[src/rtl/core/assert_macros.svh]
// ----------------------------------------------------------------------------
// Assertion macros
// Shared concurrent assertion wrappers; define ASSERT_OFF to compile them out.
// ----------------------------------------------------------------------------
`ifndef ASSERT_MACROS_SVH
`define ASSERT_MACROS_SVH

`ifndef ASSERT_OFF

// Same-cycle implication, checked at every rising edge outside reset
`define ASSERT_IMPLY(name, clk, rst, cond, expr) \
  name: assert property (@(posedge clk) disable iff (rst) (cond) |-> (expr)) \
    else $error("same-cycle implication violated");

// Next-cycle implication, checked at every rising edge outside reset
`define ASSERT_NEXT(name, clk, rst, cond, expr) \
  name: assert property (@(posedge clk) disable iff (rst) (cond) |=> (expr)) \
    else $error("next-cycle implication violated");

`else

`define ASSERT_IMPLY(name, clk, rst, cond, expr)
`define ASSERT_NEXT(name, clk, rst, cond, expr)

`endif

`endif

[src/rtl/core/tjsf_pkg.sv]
// ----------------------------------------------------------------------------
// tjsf_pkg
// Widths, fixed-point constants, stage payload types and the divider step.
// ----------------------------------------------------------------------------
package tjsf_pkg;

  // Field widths
  localparam int ANGLE_W   = 18;
  localparam int RATE_W    = 18;
  localparam int PERIOD_W  = 16;
  localparam int GAIN_W    = 24;
  localparam int EFFORT_W  = 20;

  // Gain bank: two rows of four terms
  localparam int NUM_GAINS     = 8;
  localparam int ROWS          = 2;
  localparam int GAINS_PER_ROW = 4;
  localparam int REG_IDX_W     = 3;
  localparam int TERM_POS1     = 0;
  localparam int TERM_POS2     = 1;
  localparam int TERM_VEL1     = 2;
  localparam int TERM_VEL2     = 3;
  localparam int JOINTS        = 2;

  // Angle wrap: pi in Q5.13; offset keeps the shifted error positive
  localparam int PI_Q13      = 25736;
  localparam int TWO_PI      = 2 * PI_Q13;
  localparam int WRAP_W      = 20;
  localparam int WRAP_STEPS  = 4;
  localparam int WRAP_OFS    = PI_Q13 - 1 + 6 * TWO_PI;
  localparam int WRAPPED_W   = 16;
  localparam int DERR_W      = WRAPPED_W + 1;
  localparam int ABS_W       = 15;

  // Divide by ten through a reciprocal
  localparam int DIVISOR_TEN = 10;
  localparam int ROUND_TEN   = DIVISOR_TEN / 2;
  localparam int DIV10_SHIFT = 18;
  localparam int DIV10_MUL   = ((1 << DIV10_SHIFT) + DIVISOR_TEN - 1) / DIVISOR_TEN;
  localparam int PROD10_W    = 30;
  localparam int Q10_W       = PROD10_W - DIV10_SHIFT;
  localparam int POS_W       = 19;

  // Rate correction divider
  localparam int RATE_SCALE  = 12500;
  localparam int NUM_W       = 29;
  localparam int DIV_W       = 32;
  localparam int DIV_BITS    = 4;
  localparam int DIV_STAGES  = DIV_W / DIV_BITS;
  localparam int VEL_W       = 30;

  // Effort accumulation, Q.27 aligned
  localparam int PP_W        = GAIN_W + POS_W;
  localparam int PV_W        = GAIN_W + VEL_W;
  localparam int ACC_W       = 60;
  localparam int VEL_ALIGN   = 3;
  localparam int ROUND_SHIFT = 17;
  localparam int ROUND_BIAS  = 1 << (ROUND_SHIFT - 1);
  localparam int EFFORT_MAX  = 524287;
  localparam int EFFORT_MIN  = -524288;

  typedef logic [NUM_GAINS-1:0][GAIN_W-1:0] gain_bank_t;

  typedef struct packed {
    logic signed [ANGLE_W-1:0]  angle_one;
    logic signed [ANGLE_W-1:0]  angle_two;
    logic signed [RATE_W-1:0]   rate_one;
    logic signed [RATE_W-1:0]   rate_two;
    logic signed [ANGLE_W-1:0]  target_one;
    logic signed [ANGLE_W-1:0]  target_two;
    logic        [PERIOD_W-1:0] period_us;
  } in_item_t;

  // Per-item data that rides along the divider
  typedef struct packed {
    logic signed [POS_W-1:0]  pos_one;
    logic signed [POS_W-1:0]  pos_two;
    logic signed [RATE_W-1:0] rate_one;
    logic signed [RATE_W-1:0] rate_two;
    logic                     neg_one;
    logic                     neg_two;
  } side_t;

  typedef struct packed {
    side_t                side;
    logic [NUM_W-1:0]     num_one;
    logic [NUM_W-1:0]     num_two;
    logic [PERIOD_W-1:0]  den;
  } div_in_t;

  typedef struct packed {
    logic signed [POS_W-1:0] pos_one;
    logic signed [POS_W-1:0] pos_two;
    logic signed [VEL_W-1:0] vel_one;
    logic signed [VEL_W-1:0] vel_two;
  } state_t;

  typedef struct packed {
    logic signed [EFFORT_W-1:0] effort_one;
    logic signed [EFFORT_W-1:0] effort_two;
    logic                       clipped;
  } res_t;

  typedef struct packed {
    logic [PERIOD_W-1:0] rem;
    logic [DIV_BITS-1:0] q;
  } div_step_t;

  // Restoring division over DIV_BITS numerator bits
  function automatic div_step_t div_step(input logic [PERIOD_W-1:0] rem,
                                         input logic [DIV_BITS-1:0] bits,
                                         input logic [PERIOD_W-1:0] den);
    logic [PERIOD_W:0] r;
    div_step_t         res;
    r     = {1'b0, rem};
    res.q = '0;
    for (int i = DIV_BITS - 1; i >= 0; i--) begin
      r = {r[PERIOD_W-1:0], bits[i]};
      if (r >= {1'b0, den}) begin
        r        = r - {1'b0, den};
        res.q[i] = 1'b1;
      end
    end
    res.rem = r[PERIOD_W-1:0];
    return res;
  endfunction

endpackage

[src/rtl/core/tjsf_skid.sv]
// ----------------------------------------------------------------------------
// tjsf_skid
// Output register plus one spare entry; the pipeline advance is registered
// so the downstream ready never reaches the input side combinationally.
// ----------------------------------------------------------------------------
module tjsf_skid (
  input  logic            clk,
  input  logic            rst,
  input  logic            in_valid,
  input  tjsf_pkg::res_t  in_res,
  output logic            adv,
  output logic            out_valid,
  input  logic            out_ready,
  output tjsf_pkg::res_t  out_res
);

  logic           spare_valid;
  tjsf_pkg::res_t spare;
  logic           take;
  logic           push;

  assign adv  = !spare_valid;
  assign take = out_valid && out_ready;
  assign push = in_valid && adv;

  // Control: output slot and spare occupancy
  always_ff @(posedge clk) begin
    if (rst) begin
      out_valid   <= 1'b0;
      spare_valid <= 1'b0;
    end else if (spare_valid) begin
      if (take) begin
        spare_valid <= 1'b0;
      end
    end else if (push) begin
      if (out_valid && !take) begin
        spare_valid <= 1'b1;
      end else begin
        out_valid <= 1'b1;
      end
    end else if (take) begin
      out_valid <= 1'b0;
    end
  end

  // Data: refill from spare first, else from the pipeline
  always_ff @(posedge clk) begin
    if (spare_valid) begin
      if (take) begin
        out_res <= spare;
      end
    end else if (push) begin
      if (out_valid && !take) begin
        spare <= in_res;
      end else begin
        out_res <= in_res;
      end
    end
  end

endmodule

[config.mk]
export PLATFORM = sky130hd
export DESIGN_NAME = tjsf_skid
export DESIGN_NICKNAME = d
export VERILOG_FILES = /design/src/rtl/core/assert_macros.svh /design/src/rtl/core/tjsf_pkg.sv /design/src/rtl/core/tjsf_skid.sv
export SDC_FILE = /design/constraint.sdc
export NUM_CORES = 1
export LEC_CHECK = 0
export ABC_AREA = 0
export BUFFER_PORTS_ARGS = -buffer_cell sky130_fd_sc_hd__buf_2
export CAP_MARGIN = 25
export CORE_MARGIN = 2
export CORE_UTILIZATION = 52
export DETAILED_ROUTE_END_ITERATION = 8
export PLACE_DENSITY_LB_ADDON = 0.3
export RECOVER_POWER = 100
export SKIP_LAST_GASP = 1
export SLEW_MARGIN = 20
export SYNTH_ARGS = -nofsm -noshare
export SYNTH_HDL_FRONTEND = slang
export SYNTH_SLANG_ARGS = --single-unit
[constraint.sdc]
create_clock -name clk -period 4.4 [get_ports clk]
set_input_delay 0.22 -clock clk [delete_from_list [all_inputs] [get_ports clk]]
set_output_delay 0.22 -clock clk [all_outputs]
set_load 0.02 [all_outputs]
==> flow_summary.toml <==
[layout]
nNetsFinal = 281
layout.cells.non_filler = 316
syn_to_final_growth_pct = 15.14
final_cell_area_mm2 = 0.003731
num_antenna_cells = 0
nFillCells = 513
drive_gt1_frac = 0.1286

[clocking]
ctsRootBufferMaster = "clkbuf_8"
clk_latency_ns = 0.33
clk_pin_slew_worst_paths_ns = 0.08
cts_tree = "yes"
cts_setup_buffers = 0
ctsResizeCount = 0
clk_path_buf_depth = 2
numClockSinks = 84
postCtsHoldBufs = 0
numCtsBuffers = 9
htreeDepth = 3

[worst_setup_path]
path_cells = "and4_1"
crit_path_end_kind = "flip-flop"
r2r-end = "spare[15]$_DFFE_PP_"
critPathKind = "reg -> reg"
worstPathRequired_ns = 4.33
critPathSlowestCell = "and4_1"
start_kind = "flip-flop"
worstSetupStartpoint = "out_valid$_SDFFE_PP0P_"
ff2ff_path_depth = 1
arrival_ns = 2.28
reg2reg_from = "out_valid$_SDFFE_PP0P_"
crit_path_max_incr_delay_ns = 1.45
critPathTopFamily = "simple AND/OR/NAND/NOR gates"
cp_max_fo = 41
reg2reg_slack_ns = 2.05
cp_num_buf_inv = 0

[logic_synthesis]
postSynthCellCount = 141
syn_area_per_cell_um2 = 22.98
synth_cell_types = 14
yosysWarnings = 0
ys_seq_area_frac = 0.7722
synthesis.nets = 186
synth-seq-cells = 84
syn_area_mm2 = 0.003241

[routing]
drt_pass1_iterations = 4
drc_errors = 0
via_per_inst = 4.962
route.vias.total = 1568
ant_nets = 0
drt_wl_total_um = 5041
wire_per_inst_um = 15.95
drt_iter0_drc = 132

[grt]
overflow = 0
use_met1 = 0.2011
grt_max_degree = 46
met2_usage = 0.2317
busiest_layer = "met2"
grt_pass1_vias = 1605
antenna_found_initial = 0
track_usage = 0.1510
grt_pass1_wl_um = 7983
use_met3 = 0.03976

[place]
hpwlAfterDp_um = 3188
numPortBuffers = 87
gp_congestion = 0.7035
dp_cells = 300
place_area_mm2 = 0.003734

[pwr]
p_per_area_mw_per_mm2 = 465.8
p_leak_nw = 1.223
power_mw = 1.738
worst_ir_drop_vdd_mv = 0.2769

[floorplan]
die_y_um = 82.94
io_pins = 88
rows = 28
coreArea_mm2 = 0.005956
die_x_um = 82.94
initial_core_util = 0.5441
die_area_mm2 = 0.006879

[status]
violations = "capacitance limit, slew limit"
outcome = "complete, but fails checks"

[sta]
finalSetupTns_ns = 0
drv_slew = 42
timing_hold_violations_final = 0
finalCritPeriodShare = 0.5351
clock_skew_ns = 0.008027
fmax_mhz = 424.7
rsz0062_at_grt = "false"
setup_viol = 0
relSlewSlack = -0.1922
min_period_ns = 2.355
tightestPinTransition_ns = 1.788

[worst_hold_path]
worst_hold_path_type = "in -> reg"
holdCritStartpoint = "in_res[3]"
hold_path_end = "spare[3]$_DFFE_PP_"
min_path_cells = 1

[job]
maxCapViolCount = 1
-- how the worst max path moves through the flow --
stage | endpoint | slack [ns] | cells after the start
2_1_floorplan | out_res[0]$_DFFE_PP_ | 1.23 | 4
3_3_place_gp | out_res[8]$_DFFE_PP_ | 2.26 | 4
3_5_place_dp | out_res[11]$_DFFE_PP_ | 2.22 | 4
4_1_cts | out_res[9]$_DFFE_PP_ | 2.20 | 4
5_1_grt | spare[19]$_DFFE_PP_ | 1.85 | 1
6_report | spare[15]$_DFFE_PP_ | 2.05 | 1
-- metrics by stage --
step	hold slack (ns)	utilization	setup WS, ns
after global placement	0.4139	0.6269	2.256
after CTS	0.05512	0.6660	2.200
after detailed placement	0.4161	0.6269	2.224
after global routing	0.05359	0.6265	1.848
after floorplan	0.2985	-	1.232
final	0.06853	0.6265	2.045
-- power breakdown --
part | internal, mW | switching, mW
sequential | 0.936 | 0.0134
clock | 0.378 | 0.254
combinational | 0.0491 | 0.107
-- cell families after synthesis --
kind of cell / Yosys count / synth area share
buffers and inverters: 8 / 0.02355
AND/OR/NAND/NOR: 3 / 0.006567
multiplexers: 42 / 0.1873
AO/OA/AOI/OAI: 4 / 0.01043
flip-flops: 84 / 0.7722
-- layer usage --
layer,vias to the layer above,wire (µm)
met1,753,2336
met2,56,2337
met4,0,102
met3,11,264
met5,-,0
li1,748,-
-- flip-flops by register name, summed over array words and instances (netlist names) --
name	cells
out_res	41
out_valid	1
spare	41
spare_valid	1
-- layout by cell type, fill, tap and decap left out, types with 2 or more instances in the layout --
master | Yosys | routed
clkbuf_8 | 0 | 9
buf_4 | 0 | 2
dfxtp_1 | 2 | 2
edfxtp_1 | 82 | 82
inv_1 | 3 | 3
bufinv_16 | 0 | 3
clkbuf_1 | 0 | 81
mux2_2 | 5 | 5
mux2_1 | 0 | 36
buf_2 | 0 | 9
-- layout make-up --
| type | instances | area (µm²) | share of cell area |
|---|---|---|---|
| clock buffer | 12 | 135.1 | 0.03622 |
| clock inverter | 4 | 97.59 | 0.02616 |
| inverter | 3 | 11.26 | 0.003018 |
| multi-input combinational | 49 | 538.0 | 0.1442 |
| sequential | 84 | 2502 | 0.6707 |
| tap | 75 | 93.84 | 0.02515 |
| timing repair buffer | 89 | 352.8 | 0.09457 |
-- cell usage after synthesis --
master / n / area share
edfxtp_1: 82 / 0.76
a211oi_1: 1 / 0.0023
nor2b_1: 1 / 0.0019
a21oi_1: 2 / 0.0031
buf_6: 4 / 0.014
inv_1: 3 / 0.0035
buf_12: 1 / 0.0062
dfxtp_1: 2 / 0.012
and4_1: 1 / 0.0027
mux2_2: 5 / 0.017
mux2_4: 36 / 0.17
mux2i_1: 1 / 0.0031
o32ai_2: 1 / 0.0050
nand2b_1: 1 / 0.0019
Power figures use the tool's default switching activity.
