[src/rtl/core/assert_macros.svh]
// ----------------------------------------------------------------------------
// Assertion macros
// Shared concurrent assertion wrappers; define ASSERT_OFF to compile them out.
// ----------------------------------------------------------------------------
`ifndef ASSERT_MACROS_SVH
`define ASSERT_MACROS_SVH

`ifndef ASSERT_OFF

// Same-cycle implication, checked at every rising edge outside reset
`define ASSERT_IMPLY(name, clk, rst, cond, expr) \
  name: assert property (@(posedge clk) disable iff (rst) (cond) |-> (expr)) \
    else $error("same-cycle implication violated");

// Next-cycle implication, checked at every rising edge outside reset
`define ASSERT_NEXT(name, clk, rst, cond, expr) \
  name: assert property (@(posedge clk) disable iff (rst) (cond) |=> (expr)) \
    else $error("next-cycle implication violated");

`else

`define ASSERT_IMPLY(name, clk, rst, cond, expr)
`define ASSERT_NEXT(name, clk, rst, cond, expr)

`endif

`endif

[src/rtl/core/tjsf_pkg.sv]
// ----------------------------------------------------------------------------
// tjsf_pkg
// Widths, fixed-point constants, stage payload types and the divider step.
// ----------------------------------------------------------------------------
package tjsf_pkg;

  // Field widths
  localparam int ANGLE_W   = 18;
  localparam int RATE_W    = 18;
  localparam int PERIOD_W  = 16;
  localparam int GAIN_W    = 24;
  localparam int EFFORT_W  = 20;

  // Gain bank: two rows of four terms
  localparam int NUM_GAINS     = 8;
  localparam int ROWS          = 2;
  localparam int GAINS_PER_ROW = 4;
  localparam int REG_IDX_W     = 3;
  localparam int TERM_POS1     = 0;
  localparam int TERM_POS2     = 1;
  localparam int TERM_VEL1     = 2;
  localparam int TERM_VEL2     = 3;
  localparam int JOINTS        = 2;

  // Angle wrap: pi in Q5.13; offset keeps the shifted error positive
  localparam int PI_Q13      = 25736;
  localparam int TWO_PI      = 2 * PI_Q13;
  localparam int WRAP_W      = 20;
  localparam int WRAP_STEPS  = 4;
  localparam int WRAP_OFS    = PI_Q13 - 1 + 6 * TWO_PI;
  localparam int WRAPPED_W   = 16;
  localparam int DERR_W      = WRAPPED_W + 1;
  localparam int ABS_W       = 15;

  // Divide by ten through a reciprocal
  localparam int DIVISOR_TEN = 10;
  localparam int ROUND_TEN   = DIVISOR_TEN / 2;
  localparam int DIV10_SHIFT = 18;
  localparam int DIV10_MUL   = ((1 << DIV10_SHIFT) + DIVISOR_TEN - 1) / DIVISOR_TEN;
  localparam int PROD10_W    = 30;
  localparam int Q10_W       = PROD10_W - DIV10_SHIFT;
  localparam int POS_W       = 19;

  // Rate correction divider
  localparam int RATE_SCALE  = 12500;
  localparam int NUM_W       = 29;
  localparam int DIV_W       = 32;
  localparam int DIV_BITS    = 4;
  localparam int DIV_STAGES  = DIV_W / DIV_BITS;
  localparam int VEL_W       = 30;

  // Effort accumulation, Q.27 aligned
  localparam int PP_W        = GAIN_W + POS_W;
  localparam int PV_W        = GAIN_W + VEL_W;
  localparam int ACC_W       = 60;
  localparam int VEL_ALIGN   = 3;
  localparam int ROUND_SHIFT = 17;
  localparam int ROUND_BIAS  = 1 << (ROUND_SHIFT - 1);
  localparam int EFFORT_MAX  = 524287;
  localparam int EFFORT_MIN  = -524288;

  typedef logic [NUM_GAINS-1:0][GAIN_W-1:0] gain_bank_t;

  typedef struct packed {
    logic signed [ANGLE_W-1:0]  angle_one;
    logic signed [ANGLE_W-1:0]  angle_two;
    logic signed [RATE_W-1:0]   rate_one;
    logic signed [RATE_W-1:0]   rate_two;
    logic signed [ANGLE_W-1:0]  target_one;
    logic signed [ANGLE_W-1:0]  target_two;
    logic        [PERIOD_W-1:0] period_us;
  } in_item_t;

  // Per-item data that rides along the divider
  typedef struct packed {
    logic signed [POS_W-1:0]  pos_one;
    logic signed [POS_W-1:0]  pos_two;
    logic signed [RATE_W-1:0] rate_one;
    logic signed [RATE_W-1:0] rate_two;
    logic                     neg_one;
    logic                     neg_two;
  } side_t;

  typedef struct packed {
    side_t                side;
    logic [NUM_W-1:0]     num_one;
    logic [NUM_W-1:0]     num_two;
    logic [PERIOD_W-1:0]  den;
  } div_in_t;

  typedef struct packed {
    logic signed [POS_W-1:0] pos_one;
    logic signed [POS_W-1:0] pos_two;
    logic signed [VEL_W-1:0] vel_one;
    logic signed [VEL_W-1:0] vel_two;
  } state_t;

  typedef struct packed {
    logic signed [EFFORT_W-1:0] effort_one;
    logic signed [EFFORT_W-1:0] effort_two;
    logic                       clipped;
  } res_t;

  typedef struct packed {
    logic [PERIOD_W-1:0] rem;
    logic [DIV_BITS-1:0] q;
  } div_step_t;

  // Restoring division over DIV_BITS numerator bits
  function automatic div_step_t div_step(input logic [PERIOD_W-1:0] rem,
                                         input logic [DIV_BITS-1:0] bits,
                                         input logic [PERIOD_W-1:0] den);
    logic [PERIOD_W:0] r;
    div_step_t         res;
    r     = {1'b0, rem};
    res.q = '0;
    for (int i = DIV_BITS - 1; i >= 0; i--) begin
      r = {r[PERIOD_W-1:0], bits[i]};
      if (r >= {1'b0, den}) begin
        r        = r - {1'b0, den};
        res.q[i] = 1'b1;
      end
    end
    res.rem = r[PERIOD_W-1:0];
    return res;
  endfunction

endpackage

[src/rtl/core/tjsf_rate_div.sv]
// ----------------------------------------------------------------------------
// tjsf_rate_div
// Pipelined restoring divider, four quotient bits per stage on both joints,
// followed by the stage that applies the rate correction to the velocity.
// ----------------------------------------------------------------------------
module tjsf_rate_div (
  input  logic               clk,
  input  logic               rst,
  input  logic               adv,
  input  logic               in_valid,
  input  tjsf_pkg::div_in_t  in_data,
  output logic               out_valid,
  output tjsf_pkg::state_t   out_state
);

  localparam int LANES = tjsf_pkg::JOINTS;
  localparam int LAST  = tjsf_pkg::DIV_STAGES - 1;

  logic                          stg_valid [tjsf_pkg::DIV_STAGES];
  tjsf_pkg::side_t               stg_side  [tjsf_pkg::DIV_STAGES];
  logic [tjsf_pkg::PERIOD_W-1:0] stg_den   [tjsf_pkg::DIV_STAGES];
  logic [tjsf_pkg::DIV_W-1:0]    stg_work  [tjsf_pkg::DIV_STAGES][LANES];
  logic [tjsf_pkg::PERIOD_W-1:0] stg_rem   [tjsf_pkg::DIV_STAGES][LANES];

  logic [tjsf_pkg::NUM_W-1:0]    quo   [LANES];
  logic signed [tjsf_pkg::VEL_W-1:0] vel_next [LANES];
  logic signed [tjsf_pkg::RATE_W-1:0] rate_last [LANES];
  logic                          neg_last  [LANES];

  for (genvar k = 0; k < tjsf_pkg::DIV_STAGES; k++) begin : g_stage
    logic                          src_valid;
    tjsf_pkg::side_t               src_side;
    logic [tjsf_pkg::PERIOD_W-1:0] src_den;
    logic [tjsf_pkg::DIV_W-1:0]    src_work [LANES];
    logic [tjsf_pkg::PERIOD_W-1:0] src_rem  [LANES];
    tjsf_pkg::div_step_t           step     [LANES];

    // Select the stage input: the new beat or the previous stage
    if (k == 0) begin : g_head
      always_comb begin
        src_valid   = in_valid;
        src_side    = in_data.side;
        src_den     = in_data.den;
        src_work[0] = tjsf_pkg::DIV_W'(in_data.num_one);
        src_work[1] = tjsf_pkg::DIV_W'(in_data.num_two);
        src_rem[0]  = '0;
        src_rem[1]  = '0;
      end
    end else begin : g_body
      always_comb begin
        src_valid = stg_valid[k-1];
        src_side  = stg_side[k-1];
        src_den   = stg_den[k-1];
        for (int l = 0; l < LANES; l++) begin
          src_work[l] = stg_work[k-1][l];
          src_rem[l]  = stg_rem[k-1][l];
        end
      end
    end

    // Retire the top numerator bits into the quotient
    always_comb begin
      for (int l = 0; l < LANES; l++) begin
        step[l] = tjsf_pkg::div_step(src_rem[l],
                    src_work[l][tjsf_pkg::DIV_W-1 -: tjsf_pkg::DIV_BITS], src_den);
      end
    end

    always_ff @(posedge clk) begin
      if (rst) begin
        stg_valid[k] <= 1'b0;
      end else if (adv) begin
        stg_valid[k] <= src_valid;
      end
    end

    always_ff @(posedge clk) begin
      if (adv) begin
        stg_side[k] <= src_side;
        stg_den[k]  <= src_den;
        for (int l = 0; l < LANES; l++) begin
          stg_rem[k][l]  <= step[l].rem;
          stg_work[k][l] <= {src_work[l][tjsf_pkg::DIV_W-tjsf_pkg::DIV_BITS-1:0],
                             step[l].q};
        end
      end
    end
  end

  // Velocity minus signed correction
  always_comb begin
    rate_last[0] = stg_side[LAST].rate_one;
    rate_last[1] = stg_side[LAST].rate_two;
    neg_last[0]  = stg_side[LAST].neg_one;
    neg_last[1]  = stg_side[LAST].neg_two;
    for (int l = 0; l < LANES; l++) begin
      quo[l]      = stg_work[LAST][l][tjsf_pkg::NUM_W-1:0];
      vel_next[l] = neg_last[l]
                  ? tjsf_pkg::VEL_W'(rate_last[l]) + tjsf_pkg::VEL_W'(quo[l])
                  : tjsf_pkg::VEL_W'(rate_last[l]) - tjsf_pkg::VEL_W'(quo[l]);
    end
  end

  always_ff @(posedge clk) begin
    if (rst) begin
      out_valid <= 1'b0;
    end else if (adv) begin
      out_valid <= stg_valid[LAST];
    end
  end

  always_ff @(posedge clk) begin
    if (adv) begin
      out_state.pos_one <= stg_side[LAST].pos_one;
      out_state.pos_two <= stg_side[LAST].pos_two;
      out_state.vel_one <= vel_next[0];
      out_state.vel_two <= vel_next[1];
    end
  end

endmodule

[config.mk]
export PLATFORM = sky130hd
export DESIGN_NAME = tjsf_rate_div
export DESIGN_NICKNAME = d
export VERILOG_FILES = /design/src/rtl/core/assert_macros.svh /design/src/rtl/core/tjsf_pkg.sv /design/src/rtl/core/tjsf_rate_div.sv
export SDC_FILE = /design/constraint.sdc
export NUM_CORES = 2
export LEC_CHECK = 0
export ABC_AREA = 1
export ABC_CLOCK_PERIOD_IN_PS = 9600
export BUFFER_PORTS_ARGS = -buffer_cell sky130_fd_sc_hd__buf_2
export CORE_MARGIN = 2
export CORE_UTILIZATION = 25
export DETAILED_ROUTE_END_ITERATION = 10
export PLACE_DENSITY = 0.43
export SETUP_SLACK_MARGIN = 0.5
export SYNTH_ARGS = -nofsm -noshare
export SYNTH_HDL_FRONTEND = slang
export SYNTH_SLANG_ARGS = --single-unit
[constraint.sdc]
create_clock -name clk -period 9.6 [get_ports clk]
set_clock_uncertainty 0.15 [all_clocks]
set_input_delay 1.44 -clock clk [delete_from_list [all_inputs] [get_ports clk]]
set_output_delay 1.44 -clock clk [all_outputs]
set_load 0.01 [all_outputs]
==> impl_metrics.yaml <==
outcome:
  status: "finished clean"
grt:
  grtUsageMet3: 0.0172
  grt_pass1_vias: 83900
  antenna_found_initial: 27
  grt_pass1_wl_mm: 517
  grt_max_degree: 152
  grt-ovfl-total: 0
  use_met2: 0.263
  track_usage: 0.154
  grtUsageMet1: 0.204
  grt_busiest_layer: "met2"
logic_synthesis:
  yosysMostFrequentCell: "nand2_1"
  yosys.area.top_type: "edfxtp_1"
  synth.distinct_cells: 68
  synth_seq_cells: 1515
  syn_area_sq_um: 107000
  synth.top_cells.by_area: "edfxtp_1 (42%), nand2_1 (13%), ha_1 (12%)"
  ys.flop_type: "edfxtp_1"
  synth_commonest_cells: "nand2_1 (3739), edfxtp_1 (1514), inv_1 (1379)"
  avgSynthCellArea_sq_um: 8.52
  syn_inst: 12600
  synth-edff-count: 1514
  ys.warnings.count: 0
  synthArstFlopShare: 0
  synth.top_cell.area_share: 0.424
  ys_seq_area_frac: 0.424
flow_run:
  maxCapViolCount: 0
floorplanning:
  start_util: 0.251
  core_area_sq_um: 427000
  die_x_microns: 659
  die_area_sq_um: 434000
  dieHeight_microns: 659
  io_pins: 253
  num_rows: 240
route:
  dr.pass1.iters: 5
  ant_nets: 0
  drt-wirelength-per-cell_microns: 18.0
  drtIter0Drc: 6064
  vias_per_cell: 4.52
  vias: 86700
  wl_mm: 345
  drc: 0
timing:
  hold_viol: 0
  setup_viol: 0
  period_share: 0.891
  worst_slew_pin_slew_ns: 1.10
  slew_headroom: 0.267
  rsz0062_at_grt: "yes"
  period_minus_slack_ns: 8.55
  fin_setup_tns_ns: 0
  max_freq_mhz: 117
  final_max_slew_viol_count: 0
cts:
  clock-sinks: 1515
  cts.clk_slew.worst_paths_ns: 0.06
  cts.htree.levels: 4
  cts-root-buf: "clkbuf_16"
  cts_tree: "built"
  clk_latency_ns: 0.93
  numCtsBuffers: 195
  cts.path.max_buffers: 4
setup_path:
  slowest_stage: "ha_1"
  start_kind: "flop"
  worstSetupPathType: "flop to flop"
  crit_start: "stg_den[4][4]"
  crit_top_cell: "nand2_1"
  r2r-start: "stg_den[4][4]"
  worst-endpoint-required_ns: 10.14
  cp-end-kind: "flop"
  critPathMaxStageDelay_ns: 0.44
  arrival_ns: 9.09
  critical_path_peak_fanout: 14
place:
  numPortBuffers: 252
  hpwl_mm: 270
  gp_congestion: 0.901
worst_hold_path:
  hold_path_class: "flop to flop"
  worstHoldStart: "stg_work[0][234]"
layout:
  drive_gt1_frac: 0.101
  nNetsFinal: 14600
  syn_to_final_growth_pct: 17.2
## worst max-delay path, delay by kind of cell, from the launching register on
kind                     cells  cell delay (ns)
flip-flops                   1             0.43
buffers and inverters        5             0.75
adder cells (fa/ha/maj)      4             1.41
AND/OR/NAND/NOR             28             3.38
AO/OA/AOI/OAI               10             2.17
## final timing paths
check	end	slack (ns)	cells after the start
worst min register to register	stg_work[1][46]	0.19	0
worst max register to register	stg_rem[5][17]	1.05	47
worst min-delay path	stg_work[1][46]	0.19	0
worst max-delay path	stg_rem[5][17]	1.05	47
## routing by layer
metal | wire length, microns | vias to the layer above
li1 | - | 44400
met1 | 159000 | 40400
met2 | 163000 | 1538
met3 | 12600 | 436
met4 | 10800 | 8
met5 | 51 | -
## state kept, by name, indices dropped and copies added, names as in the netlist
signal	count
stg_side	608
stg_work	464
stg_rem	224
stg_den	112
out_state	98
stg_valid	8
out_valid	1
## kinds of logic (layout without fill, tap and decap cells)
| logic type | Yosys count | in the layout | synth area share |
|---|---|---|---|
| AO/OA/AOI/OAI | 1797 | 1797 | 0.0918 |
| XOR/XNOR | 803 | 803 | 0.0658 |
| adder cells (fa/ha/maj) | 1063 | 1063 | 0.128 |
| buffers and inverters | 1573 | 2501 | 0.0580 |
| flip-flops | 1515 | 1515 | 0.424 |
| other | 1 | 13 | 0.0000350 |
| AND/OR/NAND/NOR | 5823 | 5828 | 0.232 |
## final cells by class
class | count | area [sq um]
antenna | 6 | 15.0
clock buffer | 223 | 5040
clock inverter | 127 | 1400
fill | 45700 | 301000
inverter | 1410 | 5450
multi-input combinational | 9498 | 55900
sequential | 1515 | 45500
tap | 5687 | 7120
timing repair buffer | 735 | 5250
timing repair inverter | 6 | 42.5
## cells in the final DEF (no fill, tap or decap), types with 58 or more instances in the layout
| master | count |
|---|---|
| nand2_1 | 3736 |
| ha_1 | 996 |
| clkbuf_16 | 197 |
| nor3_1 | 105 |
| a21oi_1 | 886 |
| edfxtp_1 | 1514 |
| nor2_1 | 584 |
| o21ai_1 | 85 |
| fa_1 | 58 |
| buf_4 | 452 |
| nand3b_1 | 60 |
| o21ai_0 | 500 |
| clkinvlp_4 | 61 |
| inv_1 | 1335 |
| nand4_1 | 148 |
| xor2_1 | 475 |
| buf_2 | 251 |
| nand3_1 | 924 |
| xnor2_1 | 327 |
## stage by stage
step,utilization,cells,hold WS [ns],cell area (sq um),setup slack (ns)
CTS,0.291,19100,0.170,124000,0.511
global placement,0.276,18700,0.250,118000,0.387
global route,0.294,19200,0.177,126000,0.375
detailed placement,0.276,18700,0.255,118000,0.447
finish,0.294,19200,0.194,126000,1.05
floorplan,-,12600,0.250,107000,1.76
## what timing repair did
item,in CTS,in global routing
setup endpoints to repair,1,204
gates cloned,0,11
setup buffers,5,103
pin swaps,0,17
gates resized for setup,7,175
hold buffers,0,0
Power is left out: the tool's default activity adds up to more than one toggle a clock period on the data nets, which glitch-free logic cannot reach.
