===== config.mk =====
export PLATFORM = sky130hd
export DESIGN_NAME = tjsf_front
export DESIGN_NICKNAME = d
export VERILOG_FILES = /design/src/rtl/core/assert_macros.svh /design/src/rtl/core/tjsf_pkg.sv /design/src/rtl/core/tjsf_front.sv
export SDC_FILE = /design/constraint.sdc
export NUM_CORES = 2
export LEC_CHECK = 0
export BUFFER_PORTS_ARGS = -buffer_cell sky130_fd_sc_hd__buf_2
export CORE_ASPECT_RATIO = 0.6
export CORE_UTILIZATION = 40
export CTS_CLUSTER_SIZE = 30
export DETAILED_ROUTE_END_ITERATION = 10
export PLACE_DENSITY_LB_ADDON = 0.05
export SYNTH_ARGS = -nofsm -noshare
export SYNTH_HDL_FRONTEND = slang
export SYNTH_SLANG_ARGS = --single-unit

===== constraint.sdc =====
create_clock -name clk -period 18.57 [get_ports clk]
set_input_delay 0.9285 -clock clk [delete_from_list [all_inputs] [get_ports clk]]
set_output_delay 0.9285 -clock clk [all_outputs]
set_load 0.02 [all_outputs]

===== src/rtl/core/assert_macros.svh =====
// ----------------------------------------------------------------------------
// Assertion macros
// Shared concurrent assertion wrappers; define ASSERT_OFF to compile them out.
// ----------------------------------------------------------------------------
`ifndef ASSERT_MACROS_SVH
`define ASSERT_MACROS_SVH

`ifndef ASSERT_OFF

// Same-cycle implication, checked at every rising edge outside reset
`define ASSERT_IMPLY(name, clk, rst, cond, expr) \
  name: assert property (@(posedge clk) disable iff (rst) (cond) |-> (expr)) \
    else $error("same-cycle implication violated");

// Next-cycle implication, checked at every rising edge outside reset
`define ASSERT_NEXT(name, clk, rst, cond, expr) \
  name: assert property (@(posedge clk) disable iff (rst) (cond) |=> (expr)) \
    else $error("next-cycle implication violated");

`else

`define ASSERT_IMPLY(name, clk, rst, cond, expr)
`define ASSERT_NEXT(name, clk, rst, cond, expr)

`endif

`endif


===== src/rtl/core/tjsf_pkg.sv =====
// ----------------------------------------------------------------------------
// tjsf_pkg
// Widths, fixed-point constants, stage payload types and the divider step.
// ----------------------------------------------------------------------------
package tjsf_pkg;

  // Field widths
  localparam int ANGLE_W   = 18;
  localparam int RATE_W    = 18;
  localparam int PERIOD_W  = 16;
  localparam int GAIN_W    = 24;
  localparam int EFFORT_W  = 20;

  // Gain bank: two rows of four terms
  localparam int NUM_GAINS     = 8;
  localparam int ROWS          = 2;
  localparam int GAINS_PER_ROW = 4;
  localparam int REG_IDX_W     = 3;
  localparam int TERM_POS1     = 0;
  localparam int TERM_POS2     = 1;
  localparam int TERM_VEL1     = 2;
  localparam int TERM_VEL2     = 3;
  localparam int JOINTS        = 2;

  // Angle wrap: pi in Q5.13; offset keeps the shifted error positive
  localparam int PI_Q13      = 25736;
  localparam int TWO_PI      = 2 * PI_Q13;
  localparam int WRAP_W      = 20;
  localparam int WRAP_STEPS  = 4;
  localparam int WRAP_OFS    = PI_Q13 - 1 + 6 * TWO_PI;
  localparam int WRAPPED_W   = 16;
  localparam int DERR_W      = WRAPPED_W + 1;
  localparam int ABS_W       = 15;

  // Divide by ten through a reciprocal
  localparam int DIVISOR_TEN = 10;
  localparam int ROUND_TEN   = DIVISOR_TEN / 2;
  localparam int DIV10_SHIFT = 18;
  localparam int DIV10_MUL   = ((1 << DIV10_SHIFT) + DIVISOR_TEN - 1) / DIVISOR_TEN;
  localparam int PROD10_W    = 30;
  localparam int Q10_W       = PROD10_W - DIV10_SHIFT;
  localparam int POS_W       = 19;

  // Rate correction divider
  localparam int RATE_SCALE  = 12500;
  localparam int NUM_W       = 29;
  localparam int DIV_W       = 32;
  localparam int DIV_BITS    = 4;
  localparam int DIV_STAGES  = DIV_W / DIV_BITS;
  localparam int VEL_W       = 30;

  // Effort accumulation, Q.27 aligned
  localparam int PP_W        = GAIN_W + POS_W;
  localparam int PV_W        = GAIN_W + VEL_W;
  localparam int ACC_W       = 60;
  localparam int VEL_ALIGN   = 3;
  localparam int ROUND_SHIFT = 17;
  localparam int ROUND_BIAS  = 1 << (ROUND_SHIFT - 1);
  localparam int EFFORT_MAX  = 524287;
  localparam int EFFORT_MIN  = -524288;

  typedef logic [NUM_GAINS-1:0][GAIN_W-1:0] gain_bank_t;

  typedef struct packed {
    logic signed [ANGLE_W-1:0]  angle_one;
    logic signed [ANGLE_W-1:0]  angle_two;
    logic signed [RATE_W-1:0]   rate_one;
    logic signed [RATE_W-1:0]   rate_two;
    logic signed [ANGLE_W-1:0]  target_one;
    logic signed [ANGLE_W-1:0]  target_two;
    logic        [PERIOD_W-1:0] period_us;
  } in_item_t;

  // Per-item data that rides along the divider
  typedef struct packed {
    logic signed [POS_W-1:0]  pos_one;
    logic signed [POS_W-1:0]  pos_two;
    logic signed [RATE_W-1:0] rate_one;
    logic signed [RATE_W-1:0] rate_two;
    logic                     neg_one;
    logic                     neg_two;
  } side_t;

  typedef struct packed {
    side_t                side;
    logic [NUM_W-1:0]     num_one;
    logic [NUM_W-1:0]     num_two;
    logic [PERIOD_W-1:0]  den;
  } div_in_t;

  typedef struct packed {
    logic signed [POS_W-1:0] pos_one;
    logic signed [POS_W-1:0] pos_two;
    logic signed [VEL_W-1:0] vel_one;
    logic signed [VEL_W-1:0] vel_two;
  } state_t;

  typedef struct packed {
    logic signed [EFFORT_W-1:0] effort_one;
    logic signed [EFFORT_W-1:0] effort_two;
    logic                       clipped;
  } res_t;

  typedef struct packed {
    logic [PERIOD_W-1:0] rem;
    logic [DIV_BITS-1:0] q;
  } div_step_t;

  // Restoring division over DIV_BITS numerator bits
  function automatic div_step_t div_step(input logic [PERIOD_W-1:0] rem,
                                         input logic [DIV_BITS-1:0] bits,
                                         input logic [PERIOD_W-1:0] den);
    logic [PERIOD_W:0] r;
    div_step_t         res;
    r     = {1'b0, rem};
    res.q = '0;
    for (int i = DIV_BITS - 1; i >= 0; i--) begin
      r = {r[PERIOD_W-1:0], bits[i]};
      if (r >= {1'b0, den}) begin
        r        = r - {1'b0, den};
        res.q[i] = 1'b1;
      end
    end
    res.rem = r[PERIOD_W-1:0];
    return res;
  endfunction

endpackage


===== src/rtl/core/tjsf_front.sv =====
// ----------------------------------------------------------------------------
// tjsf_front
// Wraps each angle error into (-pi, pi], shifts the position by d/10 and
// forms the rounded numerator of the rate correction. Four register stages.
// ----------------------------------------------------------------------------
module tjsf_front (
  input  logic                clk,
  input  logic                rst,
  input  logic                adv,
  input  logic                in_valid,
  input  tjsf_pkg::in_item_t  in_item,
  output logic                out_valid,
  output tjsf_pkg::div_in_t   out_data
);

  localparam int LANES = tjsf_pkg::JOINTS;

  logic signed [tjsf_pkg::ANGLE_W-1:0] ang_in [LANES];
  logic signed [tjsf_pkg::ANGLE_W-1:0] tgt_in [LANES];
  logic signed [tjsf_pkg::RATE_W-1:0]  rate_in [LANES];

  // stage 1 registers
  logic                                v1;
  logic signed [tjsf_pkg::ANGLE_W-1:0] ang1 [LANES];
  logic signed [tjsf_pkg::RATE_W-1:0]  rate1 [LANES];
  logic        [tjsf_pkg::PERIOD_W-1:0] den1;
  logic        [tjsf_pkg::WRAP_W-1:0]  y1 [LANES];

  // stage 2 registers
  logic                                v2;
  logic signed [tjsf_pkg::ANGLE_W-1:0] ang2 [LANES];
  logic signed [tjsf_pkg::RATE_W-1:0]  rate2 [LANES];
  logic        [tjsf_pkg::PERIOD_W-1:0] den2;
  logic        [tjsf_pkg::ABS_W-1:0]   abs2 [LANES];
  logic                                neg2 [LANES];

  // stage 3 registers
  logic                                v3;
  logic signed [tjsf_pkg::ANGLE_W-1:0] ang3 [LANES];
  logic signed [tjsf_pkg::RATE_W-1:0]  rate3 [LANES];
  logic        [tjsf_pkg::PERIOD_W-1:0] den3;
  logic                                neg3 [LANES];
  logic        [tjsf_pkg::Q10_W-1:0]   q10_3 [LANES];
  logic        [tjsf_pkg::NUM_W-1:0]   num3 [LANES];

  // combinational results per stage
  logic        [tjsf_pkg::WRAP_W-1:0]   y1_next [LANES];
  logic        [tjsf_pkg::PERIOD_W-1:0] den1_next;
  logic        [tjsf_pkg::ABS_W-1:0]    abs2_next [LANES];
  logic                                 neg2_next [LANES];
  logic        [tjsf_pkg::Q10_W-1:0]    q10_3_next [LANES];
  logic        [tjsf_pkg::NUM_W-1:0]    num3_next [LANES];
  logic signed [tjsf_pkg::POS_W-1:0]    pos4_next [LANES];

  // Split the beat into lanes
  always_comb begin
    ang_in[0]  = in_item.angle_one;
    ang_in[1]  = in_item.angle_two;
    tgt_in[0]  = in_item.target_one;
    tgt_in[1]  = in_item.target_two;
    rate_in[0] = in_item.rate_one;
    rate_in[1] = in_item.rate_two;
  end

  // Stage 1: offset angle error, zero period taken as one
  always_comb begin
    logic signed [tjsf_pkg::WRAP_W:0] ysum;
    ysum = '0;
    for (int l = 0; l < LANES; l++) begin
      ysum = (tjsf_pkg::WRAP_W + 1)'(ang_in[l]) - (tjsf_pkg::WRAP_W + 1)'(tgt_in[l])
           + (tjsf_pkg::WRAP_W + 1)'(tjsf_pkg::WRAP_OFS);
      y1_next[l] = ysum[tjsf_pkg::WRAP_W-1:0];
    end
    den1_next = (in_item.period_us == '0) ? tjsf_pkg::PERIOD_W'(1) : in_item.period_us;
  end

  // Stage 2: reduce modulo two pi, recenter, split sign and magnitude
  always_comb begin
    logic        [tjsf_pkg::WRAP_W-1:0] m;
    logic signed [tjsf_pkg::DERR_W-1:0] dval;
    logic signed [tjsf_pkg::DERR_W-1:0] dmag;
    m    = '0;
    dval = '0;
    dmag = '0;
    for (int l = 0; l < LANES; l++) begin
      m = y1[l];
      for (int s = tjsf_pkg::WRAP_STEPS - 1; s >= 0; s--) begin
        if (m >= tjsf_pkg::WRAP_W'(tjsf_pkg::TWO_PI * (1 << s))) begin
          m = m - tjsf_pkg::WRAP_W'(tjsf_pkg::TWO_PI * (1 << s));
        end
      end
      dval = $signed({1'b0, m[tjsf_pkg::WRAPPED_W-1:0]})
           - tjsf_pkg::DERR_W'(tjsf_pkg::PI_Q13 - 1);
      dmag = dval[tjsf_pkg::DERR_W-1] ? -dval : dval;
      neg2_next[l] = dval[tjsf_pkg::DERR_W-1];
      abs2_next[l] = dmag[tjsf_pkg::ABS_W-1:0];
    end
  end

  // Stage 3: |d|/10 by reciprocal, rate numerator with half-divisor rounding
  always_comb begin
    logic [tjsf_pkg::ABS_W:0]      abs_r;
    logic [tjsf_pkg::PROD10_W-1:0] p10;
    abs_r = '0;
    p10   = '0;
    for (int l = 0; l < LANES; l++) begin
      abs_r = {1'b0, abs2[l]} + (tjsf_pkg::ABS_W + 1)'(tjsf_pkg::ROUND_TEN);
      p10   = tjsf_pkg::PROD10_W'(abs_r * tjsf_pkg::DIV10_MUL);
      q10_3_next[l] = p10[tjsf_pkg::PROD10_W-1:tjsf_pkg::DIV10_SHIFT];
      num3_next[l]  = tjsf_pkg::NUM_W'(abs2[l] * tjsf_pkg::RATE_SCALE)
                    + tjsf_pkg::NUM_W'(den2 >> 1);
    end
  end

  // Stage 4: shifted position, sign restored
  always_comb begin
    for (int l = 0; l < LANES; l++) begin
      pos4_next[l] = neg3[l]
                   ? tjsf_pkg::POS_W'(ang3[l]) + tjsf_pkg::POS_W'(q10_3[l])
                   : tjsf_pkg::POS_W'(ang3[l]) - tjsf_pkg::POS_W'(q10_3[l]);
    end
  end

  // Valid bits
  always_ff @(posedge clk) begin
    if (rst) begin
      v1        <= 1'b0;
      v2        <= 1'b0;
      v3        <= 1'b0;
      out_valid <= 1'b0;
    end else if (adv) begin
      v1        <= in_valid;
      v2        <= v1;
      v3        <= v2;
      out_valid <= v3;
    end
  end

  // Payload registers, held on stall
  always_ff @(posedge clk) begin
    if (adv) begin
      den1 <= den1_next;
      den2 <= den1;
      den3 <= den2;
      for (int l = 0; l < LANES; l++) begin
        ang1[l]  <= ang_in[l];
        rate1[l] <= rate_in[l];
        y1[l]    <= y1_next[l];
        ang2[l]  <= ang1[l];
        rate2[l] <= rate1[l];
        abs2[l]  <= abs2_next[l];
        neg2[l]  <= neg2_next[l];
        ang3[l]  <= ang2[l];
        rate3[l] <= rate2[l];
        neg3[l]  <= neg2[l];
        q10_3[l] <= q10_3_next[l];
        num3[l]  <= num3_next[l];
      end
      out_data.side.pos_one  <= pos4_next[0];
      out_data.side.pos_two  <= pos4_next[1];
      out_data.side.rate_one <= rate3[0];
      out_data.side.rate_two <= rate3[1];
      out_data.side.neg_one  <= neg3[0];
      out_data.side.neg_two  <= neg3[1];
      out_data.num_one       <= num3[0];
      out_data.num_two       <= num3[1];
      out_data.den           <= den3;
    end
  end

endmodule


==> summary.txt <==
Global route
  – First-pass GRT wire length: 151.2 mm
  – Pin count of the biggest net entering global routing: 82
  – Grt peak-use layer: met1
  – Met2 global-route usage: 0.2172
  – Global route total overflow: 0
  – Total global-route track usage: 0.1760
  – GR Layer Usage met1: 0.3026
  – Met3 usage: 0.03815
  – Number of global-route vias before repair: 26030
  – Initial antenna violation count: 0

Finish
  – Final Core Density: 0.4514
  – Nets: 4976
  – Share of cells above drive strength 1: 0.1115
  – Most common cell after layout, fill and taps aside: ha_1
  – Commonest non-fill, non-tap cells in the layout: ha_1, inv_1, edfxtp_1
  – Area grow syn2layout: 11.01%
  – Fin area: 47700 sq um
  – Filler cells: 9975

Timing
  – Pins Over Slew Limit: 0
  – Clock skew: 0.03060 ns
  – Unrepaired setup endpoints after global routing: false
  – Setup TNS: 0 ns
  – Finish-stage setup viols: 0
  – Hold Vio Cnt, Final: 0
  – Slew @ Worst Pin: 1.178 ns
  – Fmax: 101.4 MHz
  – Max-slew headroom: 0.2076
  – Final period util: 0.5313
  – Post-layout min period: 9.865 ns

Setup path
  – Worst R2R Path Depth: 28
  – CP top delay family: compound AO/OA/AOI/OAI gates
  – Worst Path Buf+Inv: 2
  – Setup crit end kind: flip-flop
  – CP Launch Type: flip-flop
  – Crit-path max FO: 22
  – CP peak stage delay: 0.78 ns
  – Reg2Reg Setup Slack: 8.70 ns
  – RR Endpoint: abs2[0][26]
  – Crit-path most repeated cell: o211ai_1
  – Critical path type: flip-flop to flip-flop
  – Critical R2R Launch: y1[0][34]
  – WP data required: 18.95 ns
  – Slowest cell on crit path: a21oi_1
  – WP data arrival: 10.25 ns
  – Crit. path cell count: 28

Placed design
  – Post-DP Area: 45960 sq um
  – PortBufs: 278
  – Detail Placement HPWL: 76.59 mm
  – RePlAce Congestion: 0.8697

Die
  – Full die area: 108800 sq um
  – Die X-Extent: 425.1 um
  – Initial Utilization: 0.4066
  – I/O pin count: 279
  – # rows: 92
  – Core area: 105700 sq um
  – Chip height: 255.9 um

Routing
  – Vias: 26970
  – Drt wl/cell: 17.42 um
  – Vias per cell: 4.929
  – Pre-antenna DRT Iters: 6
  – Routed WL: 95.35 mm
  – DR DRC count: 0
  – Number of DRC markers in iteration 0: 1822
  – Post-route ant nets: 0

Clock network
  – Post-CTS Setup Inserts: 0
  – Total CTS buffers: 56
  – H-Tree Depth: 2
  – Post-CTS Hold Fix Bufs: 0
  – Root buf cell: clkbuf_16
  – CTS tree: yes
  – Gates resized, CTS repair: 0
  – Sink Count: 566
  – Clock transition at the registers of the reported paths: 0.07 ns
  – Clock Path Buffers: 3
  – Clock insertion delay at the later pin of the skew report: 0.64 ns

Logic synthesis
  – Syn Inst Count: 3727
  – Mapped Nets: 4688
  – Sequential share of the synthesized area: 0.3947
  – Top_reg_cell synth: edfxtp_1
  – Unique masters post-synth: 115
  – Synth warnings: 0
  – Post-synth EDFFs: 562
  – Mean post-synth cell area: 11.53 sq um
  – Asr flop ratio synth: 0
  – Synth Cell Area: 42960 sq um
  – #FFs+latches synth: 566

Min path
  – Worst Hold Class: flip-flop to flip-flop
  – Hold depth: 0
  – Endpoint, Worst Hold: ang2[0][5]
  – HP Start: ang1[0][5]

Run status
  – Outcome: finished clean

Run
  – # Max-Cap Violations: 0
## how the worst max path moves through the flow
stage,from,to,slack [ns]
floorplan,y1[0][35],abs2[0][25],11.17
global placement,y1[0][34],abs2[0][26],9.15
detailed placement,y1[0][34],abs2[0][26],8.83
CTS,y1[0][34],abs2[0][26],8.76
global route,y1[0][34],abs2[0][26],7.67
finish,y1[0][34],abs2[0][26],8.70
## synth_stat cells (23+ instances only)
| library cell | n | area share |
|---|---|---|
| ha_1 | 587 | 0.17 |
| a21o_1 | 57 | 0.010 |
| clkbuf_1 | 37 | 0.0032 |
| fa_1 | 246 | 0.11 |
| xnor2_1 | 258 | 0.053 |
| o21bai_1 | 77 | 0.013 |
| nand3_1 | 49 | 0.0057 |
| inv_1 | 584 | 0.051 |
| nor2_1 | 156 | 0.014 |
| xor2_1 | 106 | 0.022 |
| a21oi_1 | 196 | 0.023 |
| nand2_1 | 161 | 0.014 |
| nor2b_1 | 23 | 0.0033 |
| and3_1 | 25 | 0.0036 |
| edfxtp_1 | 562 | 0.39 |
| nor3_1 | 52 | 0.0061 |
| o21ai_0 | 88 | 0.010 |
## cell type report
cell class	count	area [sq um]	area share
diodes	1	2.502	0.00005247
clock buffers	68	1446	0.03033
clock inverters	36	291.5	0.006112
inverters	584	2192	0.04596
multi-input cells	2504	23450	0.4917
flip-flops and latches	566	16960	0.3555
well taps	1410	1764	0.03699
repair buffers	303	1589	0.03332
## sequential cells by signal (all words and copies together), names as in the netlist, 24 cells and up
register and count:
num3 54, y1 40, out_data 146, q10_3 24, ang1 36, ang2 36, abs2 30, rate1 36
ang3 36, rate3 36, rate2 36
## kinds of logic (layout without fill, tap and decap cells)
group,count (synthesis),in the layout,share of synthesized area
adders and majority gates,833,833,0.2856
muxes,33,33,0.008649
other,0,1,0
xor gates and xnor gates,366,366,0.07496
and+or+nand+nor,607,607,0.07001
AOI/OAI and AO/OA,665,665,0.1067
DFF,566,566,0.3947
buffers and inverters,657,991,0.05944
## through the flow
step	setup slack, ns	instances	hold slack [ns]
floorplan	11.17	3727	0.4003
global placement	9.150	5367	0.4002
detailed placement	8.829	5367	0.4045
CTS	8.756	5471	0.4031
global route	7.666	5471	0.4113
finish	8.705	5472	0.4106
## metal layers
layer | share of wire | vias to the layer above
met4 | 0.012 | 0
met5 | 0 | -
met2 | 0.36 | 605
met1 | 0.57 | 12650
met3 | 0.062 | 67
li1 | - | 13650
Power is left out: the tool's default activity adds up to more than one toggle a clock period on the data nets, which glitch-free logic cannot reach.
